<file path="config.mk">
export PLATFORM = sky130hd
export DESIGN_NAME = thm_front_flat
export DESIGN_NICKNAME = d
export VERILOG_FILES = /design/src/hw/rtl/assert_macros.svh /design/src/hw/rtl/thm_pkg.sv /design/src/hw/rtl/thm_if.sv /design/src/hw/rtl/thm_front.sv /design/src/flat_wrapper.sv
export SDC_FILE = /design/constraint.sdc
export NUM_CORES = 1
export LEC_CHECK = 0
export ABC_AREA = 1
export BUFFER_PORTS_ARGS = -buffer_cell sky130_fd_sc_hd__buf_4
export CORE_MARGIN = 10
export CORE_UTILIZATION = 46
export CTS_BUF_LIST = sky130_fd_sc_hd__clkbuf_4
export DETAILED_ROUTE_END_ITERATION = 12
export GPL_TIMING_DRIVEN = 1
export HOLD_SLACK_MARGIN = 0.08
export PLACE_DENSITY_LB_ADDON = 0.3
export REMOVE_ABC_BUFFERS = 1
export SYNTH_ARGS = -nofsm -noshare
export SYNTH_HDL_FRONTEND = slang
export SYNTH_SLANG_ARGS = --single-unit
</file>
<file path="constraint.sdc">
create_clock -name clock -period 9.8 [get_ports clock]
set_input_delay 1.47 -clock clock [delete_from_list [all_inputs] [get_ports clock]]
set_output_delay 1.47 -clock clock [all_outputs]
set_load 0.1 [all_outputs]
</file>
<file path="src/hw/rtl/assert_macros.svh">
// assertion helpers shared by the rtl
`ifndef ASSERT_MACROS_SVH
`define ASSERT_MACROS_SVH

// checked on every edge outside reset
`define THM_ASSERT(label, prop, msg) \
   label: assert property (@(posedge clock) disable iff (reset) prop) else $error(msg);

// checked on every edge, reset included
`define THM_ASSERT_ALWAYS(label, prop, msg) \
   label: assert property (@(posedge clock) prop) else $error(msg);

`endif

</file>
<file path="src/hw/rtl/thm_pkg.sv">
package thm_pkg;

   localparam int NUM_SLOTS = 256;
   localparam int MAX_SHOWN = 8;
   localparam int SLOT_W    = $clog2(NUM_SLOTS);
   localparam int SCAN_W    = SLOT_W + 1;
   localparam int SHOWN_W   = $clog2(MAX_SHOWN + 1);
   localparam int BUF_W     = (MAX_SHOWN > 1) ? $clog2(MAX_SHOWN) : 1;
   localparam int Q_DEPTH   = 2;
   localparam int QPTR_W    = (Q_DEPTH > 1) ? $clog2(Q_DEPTH) : 1;
   localparam int QCNT_W    = $clog2(Q_DEPTH + 1);
   localparam int CSR_IDX_W = 2;

   localparam logic [7:0] RUN_MAX = 8'hFF;
   localparam logic [7:0] THRESHOLD_RST = 8'd2;
   localparam logic [7:0] LIMIT_RST     = 8'd16;

   localparam logic [CSR_IDX_W-1:0] CSR_THRESHOLD = 2'd0;
   localparam logic [CSR_IDX_W-1:0] CSR_LIMIT     = 2'd1;

   typedef enum logic [1:0] {
      OP_RECORD = 2'd0,
      OP_DONE   = 2'd1,
      OP_TICK   = 2'd2,
      OP_NONE   = 2'd3
   } op_type;

   typedef enum logic {
      CMD_RECORD = 1'b0,
      CMD_TICK   = 1'b1
   } cmd_kind_type;

   typedef struct packed {
      cmd_kind_type kind;
      logic [30:0]  tid;
      logic [1:0]   act_kind;
      logic [31:0]  code;
   } cmd_type;

   typedef struct packed {
      logic [30:0] owner;
      logic [1:0]  kind;
      logic [31:0] code;
      logic [31:0] events;
      logic [1:0]  seen_kind;
      logic [31:0] seen_code;
      logic [31:0] seen_events;
      logic        seen_valid;
      logic [7:0]  run;
   } row_type;

   typedef struct packed {
      logic [30:0] thread;
      logic [1:0]  kind;
      logic [31:0] code;
      logic [31:0] events;
      logic [7:0]  quiet;
   } shown_type;

   typedef struct packed {
      logic                  cmd_vld;
      cmd_type               cmd;
      logic [QCNT_W-1:0]     q_cnt;
   } front_stat_type;

   typedef struct packed {
      logic clearing;
      logic pop;
   } back_stat_type;

endpackage

</file>
<file path="src/hw/rtl/thm_if.sv">
interface thm_req_if;
   logic        valid;
   logic        ready;
   logic [1:0]  operation;
   logic [30:0] thread_id;
   logic [1:0]  activity_kind;
   logic [31:0] activity_code;
   modport source (output valid, operation, thread_id, activity_kind, activity_code,
                   input ready);
   modport sink   (input valid, operation, thread_id, activity_kind, activity_code,
                   output ready);
endinterface


</file>
<file path="src/hw/rtl/thm_front.sv">
module thm_front (
   input  logic                   clock,
   input  logic                   reset,
   thm_req_if.sink                req_chan,
   input  thm_pkg::back_stat_type back_stat,
   output thm_pkg::front_stat_type front_stat
);
   import thm_pkg::*;

   cmd_type           q_ff [Q_DEPTH];
   logic [QPTR_W-1:0] wr_ptr_ff, wr_ptr_in;
   logic [QPTR_W-1:0] rd_ptr_ff, rd_ptr_in;
   logic [QCNT_W-1:0] cnt_ff, cnt_in;
   logic              accept, push, keep;
   cmd_type           cmd_new;

   assign req_chan.ready = !back_stat.clearing && (cnt_ff != QCNT_W'(Q_DEPTH));
   assign accept = req_chan.valid && req_chan.ready;

   // done items and ignored operations are taken and dropped here
   always_comb begin
      unique case (op_type'(req_chan.operation))
         OP_RECORD: keep = (req_chan.thread_id != '0);
         OP_TICK:   keep = 1'b1;
         OP_DONE:   keep = 1'b0;
         default:   keep = 1'b0;
      endcase
      cmd_new.kind     = (op_type'(req_chan.operation) == OP_TICK) ? CMD_TICK : CMD_RECORD;
      cmd_new.tid      = req_chan.thread_id;
      cmd_new.act_kind = req_chan.activity_kind;
      cmd_new.code     = req_chan.activity_code;
   end

   assign push = accept && keep;

   always_comb begin
      wr_ptr_in = wr_ptr_ff;
      rd_ptr_in = rd_ptr_ff;
      cnt_in    = cnt_ff;
      if (push) begin
         wr_ptr_in = (wr_ptr_ff == QPTR_W'(Q_DEPTH - 1)) ? '0 : wr_ptr_ff + 1'b1;
      end
      if (back_stat.pop) begin
         rd_ptr_in = (rd_ptr_ff == QPTR_W'(Q_DEPTH - 1)) ? '0 : rd_ptr_ff + 1'b1;
      end
      if (push && !back_stat.pop) begin
         cnt_in = cnt_ff + 1'b1;
      end else if (!push && back_stat.pop) begin
         cnt_in = cnt_ff - 1'b1;
      end
   end

   always_ff @(posedge clock) begin
      if (reset) begin
         wr_ptr_ff <= '0;
         rd_ptr_ff <= '0;
         cnt_ff    <= '0;
      end else begin
         wr_ptr_ff <= wr_ptr_in;
         rd_ptr_ff <= rd_ptr_in;
         cnt_ff    <= cnt_in;
      end
   end

   always_ff @(posedge clock) begin
      if (push) begin
         q_ff[wr_ptr_ff] <= cmd_new;
      end
   end

   assign front_stat.cmd_vld = (cnt_ff != '0);
   assign front_stat.cmd     = q_ff[rd_ptr_ff];
   assign front_stat.q_cnt   = cnt_ff;

endmodule

</file>
<file path="src/flat_wrapper.sv">
// flat-port wrapper written by rule: the top's interface ports become plain ports
module thm_front_flat import thm_pkg::*;
  (clock, reset, back_stat, front_stat, req_chan_valid, req_chan_operation, req_chan_thread_id, req_chan_activity_kind, req_chan_activity_code, req_chan_ready);
  thm_req_if req_chan_i ();
  input  logic clock;
  input  logic reset;
  input  thm_pkg::back_stat_type back_stat;
  output thm_pkg::front_stat_type front_stat;
  input wire logic [$bits(req_chan_i.valid)-1:0] req_chan_valid;
  input wire logic [$bits(req_chan_i.operation)-1:0] req_chan_operation;
  input wire logic [$bits(req_chan_i.thread_id)-1:0] req_chan_thread_id;
  input wire logic [$bits(req_chan_i.activity_kind)-1:0] req_chan_activity_kind;
  input wire logic [$bits(req_chan_i.activity_code)-1:0] req_chan_activity_code;
  output wire logic [$bits(req_chan_i.ready)-1:0] req_chan_ready;
  assign req_chan_i.valid = req_chan_valid;
  assign req_chan_i.operation = req_chan_operation;
  assign req_chan_i.thread_id = req_chan_thread_id;
  assign req_chan_i.activity_kind = req_chan_activity_kind;
  assign req_chan_i.activity_code = req_chan_activity_code;
  assign req_chan_ready = req_chan_i.ready;
  thm_front u_core (.clock(clock), .reset(reset), .req_chan(req_chan_i), .back_stat(back_stat), .front_stat(front_stat));
endmodule
</file>
=== After elaboration in Yosys (flattened, before gate mapping) ===
Memories as Yosys holds them, arrays and structs flattened. A register that Yosys moved wholly into a read port is not among the register bits.
Index checks and enable logic that the tools add are counted.

* Reduce and logical (&&, ||, !) cells: 12
* Add/subtract/negate cells: 4
* Mux-type cells: 10
* Eq/ne operators: 2

{| class="wikitable"
|+ Operators by type and width
! kind !! count
|-
| 31-bit nonzero test || 1
|-
| 1-bit 2-to-1 mux || 7
|-
| 1-bit logical AND || 5
|-
| 2-bit 2-to-1 mux || 2
|-
| 2-bit nonzero test || 2
|-
| 1-bit zero test || 3
|-
| 1-bit adder, second input constant || 2
|-
| 2-bit by 1-bit adder with 2-bit output, second input constant || 1
|-
| 2-bit equality test, second input constant || 1
|-
| 2-bit zero test || 1
|-
| 2-bit != test, second input constant || 1
|-
| 1-bit one-hot mux with 2 select lines || 1
|-
| 2-bit by 1-bit subtractor with 2-bit output, second input constant || 1
|}

* Flip-flop bits (word level): 4
* Logic and storage cells: 32
* Bits in writable memories: 132
* Output and inout port bits: 70
* Memories kept: 1

{| class="wikitable"
|+ Memory list
! memory !! words !! bits a word !! rd ports !! clocked after memory_dff !! wr ports !! RTL line !! RTL
|-
| u_core.q_ff || 2 || 66 || 1 || 1 || 1 || thm_front.sv:10 || <nowiki>cmd_type q_ff [Q_DEPTH];</nowiki>
|}

=== Longest topological paths before layout ===
Gate-level depths: netlist of the first run.

* Word-level depth: 8
* Gate-level depth with buffers: 11
* Mapped depth without buffers: 11

=== Worst setup path before layout of the first run ===
OpenSTA, ideal clock, no wires.

* Path kind: in2reg
* Start: in back_stat[1] (netlist bit)
* End: mem u_core.q_ff[0][0] (netlist bit) (enable)
* Cell stages on the path: 3
* Arrival: 6.729 ns
* Setup slack: 2.500 ns
* Required time: 9.229 ns
* Path through: a21oi_4 > nand2_2 > nor3_1

* Word-level cells in the longest chain between the ends: 6

{| class="wikitable"
|+ Ends and longest elaborated chain
! what !! RTL line !! RTL
|-
| from (decl) || flat_wrapper.sv:7 || <nowiki>input thm_pkg::back_stat_type back_stat;</nowiki>
|-
| 1-bit zero test || thm_front.sv:17 || <nowiki>assign req_chan.ready = !back_stat.clearing && (cnt_ff != QCNT_W'(Q_DEPTH));</nowiki>
|-
| 1-bit logical AND || thm_front.sv:17 ||
|-
| 1-bit logical AND || thm_front.sv:18 || <nowiki>assign accept = req_chan.valid && req_chan.ready;</nowiki>
|-
| 1-bit logical AND || thm_front.sv:34 || <nowiki>assign push = accept && keep;</nowiki>
|-
| 1-bit 2-to-1 mux || thm_front.sv:66 || <nowiki>if (push) begin</nowiki>
|-
| 1-bit 2-to-1 mux (implied by the code) || thm_front.sv:67 || <nowiki>q_ff[wr_ptr_ff] <= cmd_new;</nowiki>
|-
| to (decl) || thm_front.sv:10 ||
|}

Every way passes these cells.

==> out/results.md, run 1 <==
| Parameter | Reported | Unit |
|---|---|---|
| Required @ worst endpoint | 8.33 | ns |
| Iteration count of the initial detailed-routing pass | 4 | - |
| FP Rows | 39 | - |
| Cts hold-fix bufs | 0 | - |
| Nets@finish | 517 | - |
| Proportion of power drawn by the clock network | 28.9 | % |
| Number of clock sinks | 137 | - |
| Number of synthesis warnings | 0 | - |
| Diodes inserted | 0 | - |
| Layout cell share with drive strength beyond 1 | 53.4 | % |
| Endpoint class of the critical path | primary output | - |
| GRT overflow | 0 | - |
| Average cell area after synthesis | 18.6 | um^2 |
| CTS Buf Count | 17 | - |
| Count of flip-flops with a built-in enable after synthesis | 132 | - |
| Final cell utilization of the core | 60.2 | % |
| Total power density per cell area | 197 | nW/um^2 |
| Vias in the first global route | 3125 | - |
| Sequential power share | 49.8 | % |
| Run status | finished, final reports clean | - |
| End of the worst hold path | u_core.wr_ptr_ff$_SDFFE_PP0N_ | - |
| Height of the die | 128 | um |
| Switching part of the total power | 30.6 | % |
| Number of buffers added for setup after CTS | 0 | - |
| Clock period minus worst slack | 3.81 | ns |
| Sequential cell area fraction in the yosys report | 75.8 | % |
| Startpoint type of the worst setup path | register | - |
| Slew @ Worst Pin | 1.14 | ns |
| Synthesis-to-finish area growth | 28.2 | % |
| Post-synthesis cell type count | 19 | - |
| Number of cells upsized or downsized after cts | 0 | - |
| Maximum number of pins on one net before global-route repair | 67 | - |
| Hold path depth | 2 | - |
| Power Total | 1.35 | mW |
| Final weighted congestion in routability-driven placement | 0.695 | - |
| Biggest fanout along the worst timing path | 66 | - |
| Deepest level of the CTS H-tree | 4 | - |
| Cell area after placement | 6560 | um^2 |
| Total number of vias | 2884 | - |
| Setup repair after global routing missed its margin | no | - |
| Min Hold Slack | 0.525 | ns |
| Dominant cell type by area after synthesis | sky130_fd_sc_hd__edfxtp_1 | - |
| Accumulated negative setup slack | 0 | ns |
| Post-route cell area | 6870 | um^2 |
| Detailed placement HPWL | 7400 | um |
| Detail Route Antenna Nets | 0 | - |
| Core Footprint | 11400 | um^2 |
| Die Span X | 128 | um |
| Number of DRC markers after the initial detailed-route iteration | 173 | - |
| Initial Util | 46.9 | % |
| Number of synthesized register bits | 137 | - |
| Ys async rst share | 0 | % |
| Total length of routed wires | 10700 | um |
| Path depth of the worst reg2reg path | 7 | - |
| Port Buf Inserts | 141 | - |
| Final worst-path setup slack | 5.99 | ns |
| Wire length of the first global-routing pass | 16700 | um |
| Critical path's largest stage delay | 1.10 | ns |
| Vias per cell | 4.81 | - |
| Initial antenna violation count | 0 | - |
| Critical R2R Capture | u_core.q_ff[1][32]$_DFFE_PP_ | - |
| Clock transition at the register clock pins on the worst setup and hold paths after CTS | 0.11 | ns |
| Worst min-delay path class | reg2reg | - |
| Critical Path, Cell by Cell | mux2_2 -> buf_4 | - |
| Clk buf depth | 2 | - |
| Met3 Resource Use GR | 6.70 | % |
| FF-to-FF setup slack | 7.51 | ns |
| Most repeated cell in the gate-level netlist after synthesis | sky130_fd_sc_hd__edfxtp_1 | - |
| Average wire per standard cell | 17.8 | um |
| Count of non-filler cells in the finished layout | 600 | - |
| Relative slew slack | 24.3 | % |
| IO Pins | 142 | - |
| Worst Skew | 0.0127 | ns |
| Number of endpoints failing setup at the final stage | 0 | - |
| Syn Inst Count | 288 | - |
| Layer with the highest usage after global routing | met2 | - |
| Comb pwr share | 21.2 | % |
| Crit path DAT | 2.34 | ns |
| Power Internal | 937 | uW |
| Die area | 16400 | um^2 |
| Period Utilization, post-route | 38.9 | % |
| Max Cap Viol | 0 | - |
| Final hold violation count | 0 | - |
| Worst skew pair latency | 0.49 | ns |
| Critical-path top delay cell | sky130_fd_sc_hd__dfxtp_4 | - |
| Largest voltage drop on the vdd net | 0.123 | mV |
| Filler Cells Inserted | 937 | - |
| Mapped Area | 5360 | um^2 |
| Highest clock frequency the design can meet | 263 | MHz |
| Static Leak | 2.70 | nW |
| Worst setup slack before clock tree synthesis | 6.26 | ns |
| P_sw | 414 | uW |
| Synth cell count leaders | sky130_fd_sc_hd__edfxtp_1, sky130_fd_sc_hd__mux2_4, sky130_fd_sc_hd__nor2_1, sky130_fd_sc_hd__mux2_2 | - |
| Remaining DRCs | 0 | - |
| Max-slew violations | 0 | - |
| M2 GR Usage | 21.3 | % |
| Category of the critical setup timing path | reg2out | - |
| Area contributors post-synth | sky130_fd_sc_hd__edfxtp_1, sky130_fd_sc_hd__mux2_4, sky130_fd_sc_hd__mux2_2 | - |
| M1 GR Usage | 14.7 | % |
| Start of the worst register-to-register path | u_core.cnt_ff[0]$_SDFFE_PP0P_ | - |
| Hold Crit Start | u_core.wr_ptr_ff$_SDFFE_PP0N_ | - |
| Total routing usage reported by global routing | 13.2 | % |
| Dpl cells | 568 | - |
| Area share of the leading cell type in the synthesized netlist | 73.9 | % |
| CTS tree | yes | - |
| Clock root cell | sky130_fd_sc_hd__clkbuf_4 | - |
| Dominant register cell in the synthesized netlist | sky130_fd_sc_hd__edfxtp_1 | - |
-- area by class of cell --
cell class              count  area (um^2)  share of cell area (%)
clock buffers              17          128                    1.86
clock inverters            15          181                    2.64
inverters                  18         67.6                   0.983
multi-input cells         126         1170                    17.0
flip-flops and latches    137         4070                    59.2
well taps                 143          179                    2.60
repair buffers            144         1080                    15.7
-- worst max-delay path: cells and delay by family, from the launching register on --
family,cells,cell delay (ns)
multiplexers,1,0.43
buffers and inverters,1,0.24
flip-flops,1,1.10
-- state kept, by name (all words and copies together), names as in the netlist, named ones only --
register	cells
u_core.cnt_ff	2
u_core.q_ff	132
u_core.rd_ptr_ff	1
u_core.wr_ptr_ff	1
-- power by group through the flow --
stage | logic (mW) | registers, mW | clock network (mW)
after floorplan | 0.215 | 0.691 | 0
after global placement | 0.286 | 0.687 | 0
after detailed placement | 0.289 | 0.687 | 0
after CTS | 0.289 | 0.674 | 0.407
after global routing | 0.297 | 0.676 | 0.434
final | 0.286 | 0.673 | 0.391
-- cells by family after synthesis --
kind of cell	count (synthesis)	share of synthesized area, %
fa+ha+maj	1	0.233
compound gates	7	0.864
xor+xnor	1	0.163
buf+inv	25	2.50
mux	66	16.7
simple gates	51	3.76
flops	137	75.8
-- cell usage in the layout (no fill, tap or decap) --
cell type,synthesis,layout
sky130_fd_sc_hd__mux2_4,40,40
sky130_fd_sc_hd__xnor2_1,1,1
sky130_fd_sc_hd__inv_6,0,1
sky130_fd_sc_hd__dfxtp_1,5,4
sky130_fd_sc_hd__buf_4,0,144
sky130_fd_sc_hd__nor3_2,0,1
sky130_fd_sc_hd__ha_1,1,1
sky130_fd_sc_hd__nand2_1,17,17
sky130_fd_sc_hd__mux2_2,26,26
sky130_fd_sc_hd__o21ai_0,3,3
sky130_fd_sc_hd__inv_1,17,16
sky130_fd_sc_hd__nor2_1,28,28
sky130_fd_sc_hd__clkinv_2,0,2
sky130_fd_sc_hd__nor2_2,1,1
sky130_fd_sc_hd__edfxtp_1,132,132
sky130_fd_sc_hd__bufinv_16,0,4
sky130_fd_sc_hd__a21oi_4,1,1
sky130_fd_sc_hd__nand3_1,3,3
sky130_fd_sc_hd__nand2_2,1,1
sky130_fd_sc_hd__clkinvlp_4,0,2
sky130_fd_sc_hd__clkbuf_4,0,17
sky130_fd_sc_hd__dfxtp_4,0,1
sky130_fd_sc_hd__a21oi_1,3,3
sky130_fd_sc_hd__inv_2,1,2
sky130_fd_sc_hd__clkinv_4,0,1
sky130_fd_sc_hd__clkinv_1,0,5
-- worst max path at each step --
| stage | to | from | slack (ns) | cells past startpoint |
|---|---|---|---|---|
| floorplan | u_core.q_ff[0][0]$_DFFE_PP_ | back_stat[1] | 2.50 | 3 |
| global placement | u_core.q_ff[1][33]$_DFFE_PP_ | req_chan_thread_id[21] | 6.30 | 10 |
| detailed placement | u_core.q_ff[1][26]$_DFFE_PP_ | req_chan_thread_id[21] | 6.26 | 10 |
| CTS | front_stat[9] | register | 5.90 | 2 |
| global route | front_stat[9] | register | 5.82 | 2 |
| finish | front_stat[9] | register | 5.99 | 2 |
-- routing by layer --
layer | part of all wire [%] | vias to the layer above
met3 | 9.5 | 8
met2 | 50 | 107
met5 | 0 | -
li1 | - | 1385
met1 | 39 | 1384
met4 | 0.80 | 0
No activity file was read; power rests on OpenSTA's default activity.
==> run 2: changes to the inputs <==
- clock period: 9.8 -> 3.3 ns (I/O delays scaled with it)
==> out/results.md, run 2 (same netlist as run 1, synthesis figures left out) <==
| Parameter | Reported | Unit | vs previous |
|---|---|---|---|
| Run status | finished, final reports clean | - |  |
| Final hold violation count | 0 | - | unchanged |
| CTS tree | yes | - |  |
| Total power density per cell area | 591 | nW/um^2 | +200% |
| Core Footprint | 11400 | um^2 | unchanged |
| Comb pwr share | 21.6 | % | +0.4 points |
| Number of cells upsized or downsized after cts | 0 | - | unchanged |
| Wire length of the first global-routing pass | 16300 | um | -2.4% |
| Critical path's largest stage delay | 0.60 | ns | -0.50 ns |
| Dpl cells | 569 | - | +0.18% |
| Final weighted congestion in routability-driven placement | 0.778 | - | +12% |
| Die Span X | 128 | um | unchanged |
| GRT overflow | 0 | - | unchanged |
| Largest regs | u_core.q_ff (132), u_core.cnt_ff (2) | - |  |
| P_sw | 1.22 | mW | +200% |
| Worst min-delay path class | in2reg | - |  |
| Total buffers and inverters traversed by the critical path | 2 | - | +1 |
| Iteration count of the initial detailed-routing pass | 4 | - | unchanged |
| Accumulated negative setup slack | 0 | ns | unchanged |
| Synthesis-to-finish area growth | 29.4 | % |  |
| Total routing usage reported by global routing | 12.9 | % | -0.35 points |
| Static Leak | 2.72 | nW | +0.99% |
| Average wire per standard cell | 17.7 | um | -0.81% |
| Die area | 16400 | um^2 | unchanged |
| Worst setup slack before clock tree synthesis | 1.09 | ns | -5.17 ns |
| Largest voltage drop on the vdd net | 0.265 | mV | +120% |
| Category of the critical setup timing path | reg2out | - |  |
| Vias per cell | 4.83 | - | +0.46% |
| Max Cap Viol | 0 | - | unchanged |
| Clock root cell | sky130_fd_sc_hd__clkbuf_4 | - |  |
| Clock period minus worst slack | 2.61 | ns |  |
| Deepest level of the CTS H-tree | 4 | - | unchanged |
| Biggest fanout along the worst timing path | 49 | - | -26% |
| Nets@finish | 518 | - | +0.19% |
| Period Utilization, post-route | 79.0 | % |  |
| Number of clock sinks | 137 | - | unchanged |
| Kind of cell adding the most delay to the critical path | flip-flops | - |  |
| Crit path DAT | 2.11 | ns | -0.23 ns |
| Final cell utilization of the core | 60.7 | % | +0.55 points |
| Switching part of the total power | 29.9 | % | -0.76 points |
| Relative slew slack | 54.9 | % | +31 points |
| Final worst-path setup slack | 0.692 | ns | -5.30 ns |
| Detail Route Antenna Nets | 0 | - | unchanged |
| Max FFs per register | 132 | - | unchanged |
| CTS Buf Count | 17 | - | unchanged |
| Critical-path top delay cell | sky130_fd_sc_hd__dfxtp_4 | - |  |
| Required @ worst endpoint | 2.80 | ns | -5.53 ns |
| Slew @ Worst Pin | 0.676 | ns | -0.459 ns |
| Diodes inserted | 0 | - | unchanged |
| FP Rows | 39 | - | unchanged |
| Cts hold-fix bufs | 0 | - | unchanged |
| Leading cell types in the layout, fill and taps excluded | sky130_fd_sc_hd__buf_4, sky130_fd_sc_hd__edfxtp_1, sky130_fd_sc_hd__mux2_4 | - |  |
| Critical Path, Cell by Cell | buf_12 -> mux2_2 -> buf_4 | - |  |
| Worst skew pair latency | 0.48 | ns | about the same |
| Setup repair after global routing missed its margin | no | - |  |
| Number of endpoints failing setup at the final stage | 0 | - | unchanged |
| Min Hold Slack | 0.178 | ns | -0.347 ns |
| Total length of routed wires | 10600 | um | -0.64% |
| Sequential power share | 48.2 | % | -1.6 points |
| Port Buf Inserts | 141 | - | unchanged |
| Number of buffers added for setup after CTS | 0 | - | unchanged |
| Total number of vias | 2902 | - | +0.62% |
| Remaining DRCs | 0 | - | unchanged |
| Max-slew violations | 0 | - | unchanged |
| Initial antenna violation count | 0 | - | unchanged |
| Vias in the first global route | 3246 | - | +3.9% |
| Detailed placement HPWL | 7520 | um | +1.7% |
| Clk buf depth | 2 | - | unchanged |
| Endpoint class of the critical path | primary output | - |  |
| Startpoint type of the worst setup path | register | - |  |
| Worst Skew | 0.0167 | ns | +0.00403 ns |
| Proportion of power drawn by the clock network | 30.3 | % | +1.4 points |
| Initial Util | 46.9 | % | unchanged |
| Most common cell after layout, fill and taps aside | sky130_fd_sc_hd__buf_4 | - |  |
| Power Internal | 2.87 | mW | +210% |
| Clock transition at the register clock pins on the worst setup and hold paths after CTS | 0.12 | ns | about the same |
| Highest clock frequency the design can meet | 383 | MHz |  |
| Count of non-filler cells in the finished layout | 601 | - | +0.17% |
| Layout cell share with drive strength beyond 1 | 53.9 | % | +0.54 points |
| Number of DRC markers after the initial detailed-route iteration | 116 | - | -33% |
| Height of the die | 128 | um | unchanged |
| Biggest register | u_core.q_ff | - |  |
| Maximum number of pins on one net before global-route repair | 51 | - | -24% |
| IO Pins | 142 | - | unchanged |
[run 2: power groups by stage]
stage,Combinational (mW),Sequential (mW),Clock (mW)
after global routing,0.915,1.98,1.36
after floorplan,0.639,2.05,0
after global placement,0.886,2.01,0
after CTS,0.893,1.97,1.28
final,0.883,1.97,1.24
after detailed placement,0.891,2.01,0
[run 2: final cells by class]
class	instances	area, um^2
inverters	18	67.6
clock buffers	18	135
fillers	886	4480
well taps	143	179
flip-flops and latches	137	4070
repair buffers	145	1110
multi-input cells	126	1170
clock inverters	14	204
[run 2: path summary, 6_finish.rpt]
| kind | startpoint | end | slack [ns] | cells past startpoint |
|---|---|---|---|---|
| setup / recovery | register | front_stat[15] | 0.69 | 3 |
| hold / removal | reset | u_core.rd_ptr_ff$_SDFFE_PP0P_ | 0.18 | 2 |
| setup reg to reg | u_core.cnt_ff[0]$_SDFFE_PP0P_ | u_core.q_ff[1][12]$_DFFE_PP_ | 1.34 | 7 |
| hold reg to reg | u_core.wr_ptr_ff$_SDFFE_PP0N_ | u_core.wr_ptr_ff$_SDFFE_PP0N_ | 0.52 | 2 |
[run 2: stage by stage]
stage / total power [mW] / instance area (um^2)
6_report: 4.10 / 6930
5_1_grt: 4.25 / 6930
4_1_cts: 4.15 / 6930
3_5_place_dp: 2.90 / 6600
3_3_place_gp: 2.90 / 6600
2_1_floorplan: 2.69 / 5290
[run 2: per-layer routing]
metal / vias up / GRT usage, % / share of wire (%)
li1: 1381 / - / -
met1: 1407 / 14.2 / 41
met2: 103 / 21.5 / 50
met3: 11 / 5.91 / 8.2
met4: 0 / 4.37 / 1.1
met5: - / 0 / 0
[run 2: worst register-to-register path, cell delays in order (launching register included)]
cell	delay, ns
sky130_fd_sc_hd__dfxtp_1	0.38
sky130_fd_sc_hd__inv_2	0.08
sky130_fd_sc_hd__a21oi_4	0.14
sky130_fd_sc_hd__nand2_2	0.09
sky130_fd_sc_hd__inv_1	0.06
sky130_fd_sc_hd__nand3_1	0.10
sky130_fd_sc_hd__inv_2	0.43
sky130_fd_sc_hd__buf_12	0.34
